<file path="src/hw/rtl/gtc_pkg.sv">
// Package for the guest time charge unit: request and register codes,
// field widths, reset values and the structs passed between modules.
// No dependencies.
package gtc_pkg;

  localparam int COUNT_W    = 32;
  localparam int RATIO_W    = 20;
  localparam int DEPTH_W    = 8;
  localparam int CFG_DATA_W = 32;
  localparam int CFG_IDX_W  = 2;

  localparam int FRAC_BITS_DEFAULT = 12;
  localparam int MAX_NEST_DEFAULT  = 255;

  localparam logic [RATIO_W-1:0] CYCLES_PER_TICK_RESET = 20'd11125;
  localparam logic [RATIO_W-1:0] TICKS_PER_CYCLE_RESET = 20'd1508;
  localparam logic               FULL_BILLING_RESET    = 1'b1;

  typedef enum logic [2:0] {
    REQ_SETTLE  = 3'd0,
    REQ_PAUSE   = 3'd1,
    REQ_EXCLUDE = 3'd2,
    REQ_RESUME  = 3'd3,
    REQ_ARM     = 3'd4,
    REQ_START   = 3'd5
  } req_t;

  typedef enum logic [CFG_IDX_W-1:0] {
    CFG_CYCLES_PER_TICK = 2'd0,
    CFG_TICKS_PER_CYCLE = 2'd1,
    CFG_FULL_BILLING    = 2'd2
  } cfg_idx_t;

  typedef struct packed {
    logic [RATIO_W-1:0] cycles_per_tick_q12;
    logic [RATIO_W-1:0] ticks_per_cycle_q12;
    logic               full_billing;
  } cfg_t;

  typedef struct packed {
    logic [2:0]         req_type;
    logic [COUNT_W-1:0] counter_now;
    logic [COUNT_W-1:0] arm_cycles;   // two's complement bits
  } item_t;

  typedef struct packed {
    logic [COUNT_W-1:0] cycles_taken;
    logic [COUNT_W-1:0] alarm_ticks;
    logic               alarm_started;
    logic               redundant_resume;
    logic [COUNT_W-1:0] total_ticks;
    logic [COUNT_W-1:0] total_cycles;
  } result_t;

endpackage

</file>
<file path="src/hw/rtl/gtc_cfg_regs.sv">
// Configuration register file of the guest time charge unit.
// Depends on gtc_pkg for register codes, widths and reset values.
module gtc_cfg_regs (
  input  logic                            clk,
  input  logic                            rst,
  input  logic                            cfg_valid,
  output logic                            cfg_ready,
  input  logic [gtc_pkg::CFG_IDX_W-1:0]   cfg_index,
  input  logic [gtc_pkg::CFG_DATA_W-1:0]  cfg_data,
  output gtc_pkg::cfg_t                   cfg
);

  // Writes are always accepted; the register file never stalls them.
  assign cfg_ready = 1'b1;

  always_ff @(posedge clk) begin
    if (rst) begin
      cfg.cycles_per_tick_q12 <= gtc_pkg::CYCLES_PER_TICK_RESET;
      cfg.ticks_per_cycle_q12 <= gtc_pkg::TICKS_PER_CYCLE_RESET;
      cfg.full_billing        <= gtc_pkg::FULL_BILLING_RESET;
    end else if (cfg_valid && cfg_ready) begin
      unique case (gtc_pkg::cfg_idx_t'(cfg_index))
        gtc_pkg::CFG_CYCLES_PER_TICK: begin
          cfg.cycles_per_tick_q12 <= cfg_data[gtc_pkg::RATIO_W-1:0];
        end
        gtc_pkg::CFG_TICKS_PER_CYCLE: begin
          cfg.ticks_per_cycle_q12 <= cfg_data[gtc_pkg::RATIO_W-1:0];
        end
        gtc_pkg::CFG_FULL_BILLING: begin
          cfg.full_billing <= cfg_data[0];
        end
        default: begin
        end
      endcase
    end
  end

endmodule

</file>
<file path="src/hw/rtl/gtc_ratio_mul.sv">
// Shared fixed-point ratio multiplier: a 32 by 20 product plus a fraction
// addend, split into whole and fractional parts. Depends on gtc_pkg.
module gtc_ratio_mul #(
  parameter int FRAC_BITS = gtc_pkg::FRAC_BITS_DEFAULT
) (
  input  logic [gtc_pkg::COUNT_W-1:0] operand,
  input  logic [gtc_pkg::RATIO_W-1:0] ratio,
  input  logic [FRAC_BITS-1:0]        addend,
  output logic [gtc_pkg::COUNT_W-1:0] whole,
  output logic [FRAC_BITS-1:0]        frac
);

  localparam int PROD_W = gtc_pkg::COUNT_W + gtc_pkg::RATIO_W + 1;

  logic [PROD_W-1:0] prod;

  assign prod  = PROD_W'(operand) * PROD_W'(ratio) + PROD_W'(addend);
  assign whole = prod[FRAC_BITS +: gtc_pkg::COUNT_W];
  assign frac  = prod[FRAC_BITS-1:0];

endmodule

</file>
<file path="src/hw/rtl/gtc_core.sv">
// Charge state and per-request datapath: elapsed-tick sampling, exclusion
// nesting, settle and arm conversion. Depends on gtc_pkg and gtc_ratio_mul.
module gtc_core #(
  parameter int FRAC_BITS = gtc_pkg::FRAC_BITS_DEFAULT,
  parameter int MAX_NEST  = gtc_pkg::MAX_NEST_DEFAULT
) (
  input  logic             clk,
  input  logic             rst,
  input  logic             advance,
  input  gtc_pkg::item_t   item,
  input  gtc_pkg::cfg_t    cfg,
  output gtc_pkg::result_t result
);

  localparam logic [gtc_pkg::DEPTH_W-1:0] DEPTH_MAX = gtc_pkg::DEPTH_W'(MAX_NEST);

  logic [gtc_pkg::COUNT_W-1:0] last_mark, last_mark_next;
  logic [gtc_pkg::DEPTH_W-1:0] exclude_depth, exclude_depth_next;
  logic [gtc_pkg::COUNT_W-1:0] pending_ticks, pending_ticks_next;
  logic [FRAC_BITS-1:0]        fraction_carry, fraction_carry_next;
  logic [gtc_pkg::COUNT_W-1:0] ticks_sum, ticks_sum_next;
  logic [gtc_pkg::COUNT_W-1:0] cycles_sum, cycles_sum_next;

  logic [gtc_pkg::COUNT_W-1:0] pending_sampled;
  logic [gtc_pkg::DEPTH_W-1:0] depth_deeper;
  logic                        arm_positive;
  logic [gtc_pkg::COUNT_W-1:0] mul_operand;
  logic [gtc_pkg::RATIO_W-1:0] mul_ratio;
  logic [FRAC_BITS-1:0]        mul_addend;
  logic [gtc_pkg::COUNT_W-1:0] mul_whole;
  logic [FRAC_BITS-1:0]        mul_frac;

  // The down-counter wraps, so mark minus now is the elapsed count.
  assign pending_sampled = (exclude_depth == '0)
                         ? pending_ticks + (last_mark - item.counter_now)
                         : pending_ticks;
  assign depth_deeper = (exclude_depth < DEPTH_MAX) ? exclude_depth + 1'b1 : exclude_depth;
  assign arm_positive = !item.arm_cycles[gtc_pkg::COUNT_W-1] && (item.arm_cycles != '0);

  // One multiplier serves settle and arm; only one of them runs per request.
  always_comb begin
    if (gtc_pkg::req_t'(item.req_type) == gtc_pkg::REQ_ARM) begin
      mul_operand = item.arm_cycles;
      mul_ratio   = cfg.ticks_per_cycle_q12;
      mul_addend  = '0;
    end else begin
      mul_operand = pending_sampled;
      mul_ratio   = cfg.cycles_per_tick_q12;
      mul_addend  = fraction_carry;
    end
  end

  gtc_ratio_mul #(
    .FRAC_BITS (FRAC_BITS)
  ) u_mul (
    .operand (mul_operand),
    .ratio   (mul_ratio),
    .addend  (mul_addend),
    .whole   (mul_whole),
    .frac    (mul_frac)
  );

  always_comb begin
    last_mark_next          = last_mark;
    exclude_depth_next      = exclude_depth;
    pending_ticks_next      = pending_ticks;
    fraction_carry_next     = fraction_carry;
    ticks_sum_next          = ticks_sum;
    cycles_sum_next         = cycles_sum;
    result.cycles_taken     = '0;
    result.alarm_ticks      = '0;
    result.alarm_started    = 1'b0;
    result.redundant_resume = 1'b0;
    unique case (gtc_pkg::req_t'(item.req_type))
      gtc_pkg::REQ_SETTLE: begin
        last_mark_next      = item.counter_now;
        pending_ticks_next  = '0;
        fraction_carry_next = mul_frac;
        ticks_sum_next      = ticks_sum + pending_sampled;
        cycles_sum_next     = cycles_sum + mul_whole;
        result.cycles_taken = mul_whole;
      end
      gtc_pkg::REQ_PAUSE: begin
        if (!cfg.full_billing) begin
          last_mark_next     = item.counter_now;
          pending_ticks_next = pending_sampled;
          exclude_depth_next = depth_deeper;
        end
      end
      gtc_pkg::REQ_EXCLUDE: begin
        if (!cfg.full_billing) begin
          exclude_depth_next = depth_deeper;
        end
      end
      gtc_pkg::REQ_RESUME: begin
        if (!cfg.full_billing) begin
          if (exclude_depth == '0) begin
            result.redundant_resume = 1'b1;
          end else begin
            exclude_depth_next = exclude_depth - 1'b1;
            // Leaving the outermost exclusion starts a fresh interval.
            if (exclude_depth == gtc_pkg::DEPTH_W'(1)) begin
              last_mark_next = item.counter_now;
            end
          end
        end
      end
      gtc_pkg::REQ_ARM: begin
        if (arm_positive) begin
          result.alarm_started = 1'b1;
          result.alarm_ticks   = (mul_whole == '0) ? gtc_pkg::COUNT_W'(1) : mul_whole;
        end
      end
      gtc_pkg::REQ_START: begin
        last_mark_next     = item.counter_now;
        exclude_depth_next = '0;
      end
      default: begin
      end
    endcase
    result.total_ticks  = ticks_sum_next;
    result.total_cycles = cycles_sum_next;
  end

  always_ff @(posedge clk) begin
    if (rst) begin
      last_mark      <= '0;
      exclude_depth  <= '0;
      pending_ticks  <= '0;
      fraction_carry <= '0;
      ticks_sum      <= '0;
      cycles_sum     <= '0;
    end else if (advance) begin
      last_mark      <= last_mark_next;
      exclude_depth  <= exclude_depth_next;
      pending_ticks  <= pending_ticks_next;
      fraction_carry <= fraction_carry_next;
      ticks_sum      <= ticks_sum_next;
      cycles_sum     <= cycles_sum_next;
    end
  end

endmodule

</file>
<file path="src/hw/rtl/guest_time_charge_unit.sv">
// Guest time charge unit, top level: input register, charge core, result register.
// A request in the input register moves to the result register when that is free. One
// request is accepted every cycle while results are not stalled, the 32 by 20 multiply
// fitting between the two registers; a stalled result holds the input register first.
// Synchronous active-high reset clears the pipeline valids, all charge state and
// the configuration registers to their documented reset values.
module guest_time_charge_unit #(
  parameter int FRAC_BITS = gtc_pkg::FRAC_BITS_DEFAULT,
  parameter int MAX_NEST  = gtc_pkg::MAX_NEST_DEFAULT
) (
  input  logic                                clk,
  input  logic                                rst,

  input  logic                                cfg_valid,
  output logic                                cfg_ready,
  input  logic [gtc_pkg::CFG_IDX_W-1:0]       cfg_index,
  input  logic [gtc_pkg::CFG_DATA_W-1:0]      cfg_data,

  input  logic                                req_valid,
  output logic                                req_stall,
  input  logic [2:0]                          req_type,
  input  logic [gtc_pkg::COUNT_W-1:0]         counter_now,
  input  logic signed [gtc_pkg::COUNT_W-1:0]  arm_cycles,

  output logic                                res_valid,
  input  logic                                res_stall,
  output logic [gtc_pkg::COUNT_W-1:0]         cycles_taken,
  output logic [gtc_pkg::COUNT_W-1:0]         alarm_ticks,
  output logic                                alarm_started,
  output logic                                redundant_resume,
  output logic [gtc_pkg::COUNT_W-1:0]         total_ticks,
  output logic [gtc_pkg::COUNT_W-1:0]         total_cycles
);

  gtc_pkg::cfg_t    cfg;
  gtc_pkg::item_t   item;
  gtc_pkg::result_t result;
  logic             item_valid;
  logic             advance;

  gtc_cfg_regs u_cfg (
    .clk       (clk),
    .rst       (rst),
    .cfg_valid (cfg_valid),
    .cfg_ready (cfg_ready),
    .cfg_index (cfg_index),
    .cfg_data  (cfg_data),
    .cfg       (cfg)
  );

  // The held request moves on whenever the result register is empty or is
  // being emptied this cycle. The charge state is updated at that same edge,
  // so back-to-back requests always see the state left by their predecessor.
  assign advance   = item_valid && (!res_valid || !res_stall);
  assign req_stall = item_valid && !advance;

  always_ff @(posedge clk) begin
    if (rst) begin
      item_valid <= 1'b0;
    end else if (req_valid && !req_stall) begin
      item_valid <= 1'b1;
    end else if (advance) begin
      item_valid <= 1'b0;
    end
  end

  always_ff @(posedge clk) begin
    if (req_valid && !req_stall) begin
      item.req_type    <= req_type;
      item.counter_now <= counter_now;
      item.arm_cycles  <= arm_cycles;
    end
  end

  gtc_core #(
    .FRAC_BITS (FRAC_BITS),
    .MAX_NEST  (MAX_NEST)
  ) u_core (
    .clk     (clk),
    .rst     (rst),
    .advance (advance),
    .item    (item),
    .cfg     (cfg),
    .result  (result)
  );

  // Result register: holds a finished transaction until it is taken; meanwhile the input
  // register can still accept one more request and holds it.
  always_ff @(posedge clk) begin
    if (rst) begin
      res_valid <= 1'b0;
    end else if (advance) begin
      res_valid <= 1'b1;
    end else if (!res_stall) begin
      res_valid <= 1'b0;
    end
  end

  always_ff @(posedge clk) begin
    if (advance) begin
      cycles_taken     <= result.cycles_taken;
      alarm_ticks      <= result.alarm_ticks;
      alarm_started    <= result.alarm_started;
      redundant_resume <= result.redundant_resume;
      total_ticks      <= result.total_ticks;
      total_cycles     <= result.total_cycles;
    end
  end

endmodule

</file>
<file path="config.mk">
export PLATFORM = sky130hd
export DESIGN_NAME = guest_time_charge_unit
export DESIGN_NICKNAME = d
export VERILOG_FILES = /design/src/hw/rtl/gtc_pkg.sv /design/src/hw/rtl/gtc_cfg_regs.sv /design/src/hw/rtl/gtc_ratio_mul.sv /design/src/hw/rtl/gtc_core.sv /design/src/hw/rtl/guest_time_charge_unit.sv
export SDC_FILE = /design/constraint.sdc
export NUM_CORES = 2
export LEC_CHECK = 0
export BUFFER_PORTS_ARGS = -buffer_cell sky130_fd_sc_hd__buf_4
export CORE_ASPECT_RATIO = 0.9
export CORE_MARGIN = 2
export CORE_UTILIZATION = 35
export DETAILED_ROUTE_END_ITERATION = 16
export GPL_ROUTABILITY_DRIVEN = 0
export GPL_TIMING_DRIVEN = 0
export PLACE_DENSITY_LB_ADDON = 0.1
export SKIP_LAST_GASP = 1
export SLEW_MARGIN = 30
export SYNTH_ARGS = -nofsm -noshare
export SYNTH_HDL_FRONTEND = slang
export SYNTH_HIERARCHICAL = 1
export SYNTH_SLANG_ARGS = --single-unit
</file>
<file path="constraint.sdc">
create_clock -name clk -period 32.1 [get_ports clk]
set_input_delay 1.605 -clock clk [delete_from_list [all_inputs] [get_ports clk]]
set_output_delay 1.605 -clock clk [all_outputs]
set_load 0.01 [all_outputs]
</file>
**After elaboration in Yosys (flattened, before gate mapping)**

Cells that the tools add are included.
W data, S select, Z words.

- Word-level logic and storage cells: 104
- Output and inout port bits: 133
- Register bits after elaboration: 388
- Memory bits (read-only): 0
- RAM bits: 0
- Latch bits: 0
- Input bits: 106
- Memories: 0

- Muxes and demuxes: 25
- Bitwise logic cells: 3
- Magnitude comparators: 1
- Divide/modulo/power cells: 0
- Shift-type cells: 0
- Equal/unequal tests: 15
- $mul: 1
- Reductions and logical operators: 31
- Add/sub/neg operators: 7

Operators by type and width:

| kind | count |
|---|---|
| $mux W32 | 9 |
| $add A32 B32 Y32 | 3 |
| $pmux W32 S3 | 1 |
| $pmux W32 S2 | 1 |
| $add A44 B12 Y44 | 1 |
| $mul A32 B20 Y44 | 1 |
| $logic_not A32 Y1 | 1 |
| $mux W8 | 4 |
| $reduce_bool A32 Y1 | 1 |
| $sub A32 B32 Y32 | 1 |
| $pmux W8 S3 | 1 |
| $mux W20 | 1 |
| $mux W12 | 1 |
| $reduce_and A6 Y1 | 2 |
| $reduce_and A2 Y1 | 5 |
| $add A8 B1 Y8 const B | 1 |
| $eq A8 B1 Y1 const B | 1 |
| $logic_not A8 Y1 | 1 |
| $lt A8 B8 Y1 const B | 1 |
| $ne A2 B2 Y1 const B | 4 |
| $sub A8 B1 Y8 const B | 1 |
| $mux W1 | 7 |
| $eq A3 B2 Y1 const B | 2 |
| $eq A3 B3 Y1 const B | 2 |
| other kinds (15) | 30 |

**Longest topological paths before layout**

- Depth in word-level cells: 8
- Mapped depth: 50
- Depth with buffers taken out: 49

**Hierarchy**

The synthesis kept the hierarchy.

Modules (own cells, without submodules):

| module | area each (um2) | seq. area each (um2) | cells each | instances |
|---|---|---|---|---|
| gtc_ratio_mul | 19484.9 | 0.0 | 2207 | 1 |
| gtc_core | 13774.5 | 2962.8 | 1960 | 1 |
| guest_time_charge_unit | 6002.0 | 5955.7 | 207 | 1 |
| gtc_cfg_regs | 1726.7 | 820.8 | 170 | 1 |

**Worst setup path before layout**

Ideal clock, no wire load.

- Path type: input-to-reg
- Start: input res_stall
- End: register u_core/last_mark[0] (netlist name)
- Arrival: 13.637 ns
- Setup time: 0.128 ns
- Path slack: 18.336 ns
- Path buffers: 1
- Cell stages on the path: 5
- Required time: 31.972 ns
- Cell sequence: a21boi_0 -> nand2_1 -> buf_1 -> mux2i_1 -> nor2_1

- Word-level cells in the longest chain between the ends: 4

Ends and longest elaborated chain:

| item | RTL line | text |
|---|---|---|
| start: declaration | guest_time_charge_unit.sv:26 | `input logic res_stall,` |
| $logic_not A1 Y1 | -- |  |
| $logic_or A1 B1 Y1 | guest_time_charge_unit.sv:54 | `assign advance = item_valid && (!res_valid \|\| !res_stall);` |
| $logic_and A1 B1 Y1 | guest_time_charge_unit.sv:54 |  |
| $reduce_and A6 Y1 (no source line) | -- |  |
| end signal: assignment | gtc_core.sv:134 | `last_mark <= last_mark_next;` |
| end: declaration | gtc_core.sv:17 | `logic [gtc_pkg::COUNT_W-1:0] last_mark, last_mark_next;` |

Every way passes these cells.
A chain may end at the register's enable or synchronous reset.

==> out/metrics.yaml <==
synth_top_area_share: 0.2711
wl_met3_um: 10390
place_area_sq_um: 44960
worstPathArrival_ps: 14580
path_max_fanout: 10
status: "complete, no violations"
layout.area.seq_sq_um: 9739
io_pins: 239
cts_buffer_depth: 3
ys_seq_elements: 388
slew_violations: 0
cpPeakStageDelay_ps: 780
synth_top_cell_by_area: "fa_1"
postRouteWirelength_um: 145800
critPathLaunchType: "flip-flop"
cp_common_cell: "fa_1"
grt_util_all_layers: 0.2446
rows: 119
rsz0062_at_grt: "false"
slowest_stage: "o21ai_1"
critPathRequiredTime_ps: 32430
cts_resized: 0
cts_tree: "yes"
yosys.cell_types.count: 98
hp-class: "flip-flop to flip-flop"
synth-edff-count: 197
clock_skew_ps: 34.50
clk_latency_ps: 610
grt_pass1_wl_um: 215800
fin_crit_sh: 0.4441
max_freq_mhz: 70.15
synth-seq-area-share: 0.2376
synthTopCellsByArea: "fa_1 27%, edfxtp_1 14%, dfxtp_1 9.3%"
worstMarginPinSlew_ps: 1103
fillers: 11920
dp_hpwl_um: 119400
path_clk_slew_ps: 60
maxCapViolations: 0
finalInstanceArea_sq_um: 46580
ys_async_sr_fraction: 0
drc: 0
coreArea_sq_um: 116600
io_buffers: 225
syn_area_sq_um: 40990
setup_tns_ps: 0
holdBufCountCts: 0
wl_per_cell_um: 22.61
synth_flop_cell: "edfxtp_1"
vias: 32157
cp-end-kind: "flip-flop"
wl_met1_um: 69530
crit_family: "adder cells"
cts_buffers: 45
reg2reg_slack_ps: 17850
chipHeight_um: 328.7
postCtsSetupBuffers: 0
critical_path_class: "flip-flop to flip-flop"
htree_levels: 2
dr.pass1.iters: 5
antenna_found_initial: 14
yosysWarnings: 6
syn_area_per_cell_sq_um: 9.020
highest_layer: "met5"
clock-root-buffer: "clkbuf_16"
grt_max_degree: 24
cts_sinks: 388
drt_iter0_drc: 2462
die_x_um: 364.7
setup_viol: 0
syn_nets: 5447
drtAntennaViolNets: 0
whs_ps: 449.8
start_util: 0.3516
area_delta_synth_final_pct: 13.64
slew_headroom: 0.2649
grt_pass1_vias: 32419
multi_input_area_sq_um: 27610
worst-path-buf-inv: 6
nets: 5734
min_period_ps: 14260
wl_met2_um: 62620
syn_inst: 4544
die-area_sq_um: 119900
final_hold_viol_count: 0
grt_overflow: 0
drive_gt1_frac: 0.08075
viasPerCell: 4.988
-- cell usage after synthesis (86+ instances only) --
master    count
nand2_1     699
a21oi_1     201
inv_1       760
dfxtp_1     191
mux2i_1      86
and2_1      389
o21ai_0     101
fa_1        555
ha_1        242
xnor2_1     101
nor2_1      227
clkbuf_1    198
edfxtp_1    197
-- worst min-delay path: stages, from the launching register on --
cell,delay [ps]
dfxtp_1,310
nand2_1,50
a21oi_1,50
-- flip-flops by register name (all words and copies together) (netlist names) --
| signal | count |
|---|---|
| total_ticks | 32 |
| alarm_started | 1 |
| res_valid | 1 |
| u_core/exclude_depth | 8 |
| item | 67 |
| u_core/last_mark | 32 |
| redundant_resume | 1 |
| u_core/pending_ticks | 32 |
| item_valid | 1 |
| total_cycles | 32 |
| u_core/fraction_carry | 12 |
| u_core/ticks_sum | 32 |
| u_core/cycles_sum | 32 |
| cycles_taken | 32 |
| alarm_ticks | 32 |
| u_cfg/cfg | 41 |
-- placed cells by master, fill, tap and decap left out, types with 8 or more instances in the layout --
cell type,synthesis,routed
o21ai_1,13,17
mux2_2,13,13
nand4_1,21,21
a31oi_1,18,18
o21a_1,8,8
o21bai_1,20,20
a22oi_1,17,17
buf_1,12,11
xnor2_2,0,8
a21oi_1,201,201
nand2_1,699,699
buf_2,9,12
nor2_1,227,226
ha_1,242,242
nor3_1,33,31
nand3_1,50,50
clkbuf_1,198,201
buf_8,0,8
dfxtp_1,191,191
nor4_1,25,25
a21o_1,69,69
nand2b_1,54,54
a211oi_1,27,27
and3_1,18,18
nor2b_1,9,9
xor2_1,37,36
fa_1,555,555
clkbuf_16,0,47
and2_1,389,389
xnor2_1,101,93
o21ai_0,101,97
buf_4,2,229
edfxtp_1,197,197
o211ai_1,8,8
mux2i_1,86,86
inv_1,760,760
o31ai_1,11,10
-- per-layer routing --
layer / up-vias / GRT usage
met5: - / 0
met2: 1066 / 0.3711
li1: 14947 / -
met4: 4 / 0.05336
met1: 15976 / 0.3633
met3: 164 / 0.04184
-- logic make-up (layout without fill, tap and decap cells) --
kind of cell | count (synthesis) | count (layout) | synth area share
AOI/OAI and AO/OA | 577 | 577 | 0.09088
xor gates and xnor gates | 138 | 138 | 0.02949
adders and majority gates | 797 | 797 | 0.3449
buffers and inverters | 986 | 1309 | 0.09130
DFF | 388 | 388 | 0.2376
muxes | 101 | 101 | 0.02521
other | 1 | 8 | 0.00009149
and+or+nand+nor | 1556 | 1556 | 0.1805
-- per-stage QoR --
| stage | setup slack, ps | std cells | utilization |
|---|---|---|---|
| 2_1_floorplan | 18340 | 4544 | - |
| 6_report | 17850 | 6447 | 0.3995 |
| 3_5_place_dp | 17790 | 6357 | 0.3856 |
| 3_3_place_gp | 8140 | 6342 | 0.3829 |
| 4_1_cts | 17750 | 6440 | 0.3993 |
| 5_1_grt | 17020 | 6440 | 0.3994 |
-- path summary, 6_finish.rpt --
check	to	cells after the start	from
worst min register to register	u_core/fraction_carry[0]$_SDFFE_PP0P_	2	u_core/fraction_carry[0]$_SDFFE_PP0P_
worst max-delay path	total_cycles[31]$_DFFE_PP_	47	item[33]$_DFFE_PP_
worst min-delay path	u_core/fraction_carry[0]$_SDFFE_PP0P_	2	u_core/fraction_carry[0]$_SDFFE_PP0P_
worst max register to register	total_cycles[31]$_DFFE_PP_	47	item[33]$_DFFE_PP_
-- area by class of cell --
class / instances / area share
clock inverters: 22 / 0.006555
inverters: 762 / 0.06141
clock buffers: 61 / 0.02767
flip-flops and latches: 388 / 0.2091
plain buffers: 224 / 0.01910
diodes: 7 / 0.0003761
multi-input cells: 3170 / 0.5927
repair buffers: 240 / 0.04080
well taps: 1573 / 0.04226
Power is not shown: default switching activity piles up to over one toggle a cycle in this logic, so the estimate is an artifact.
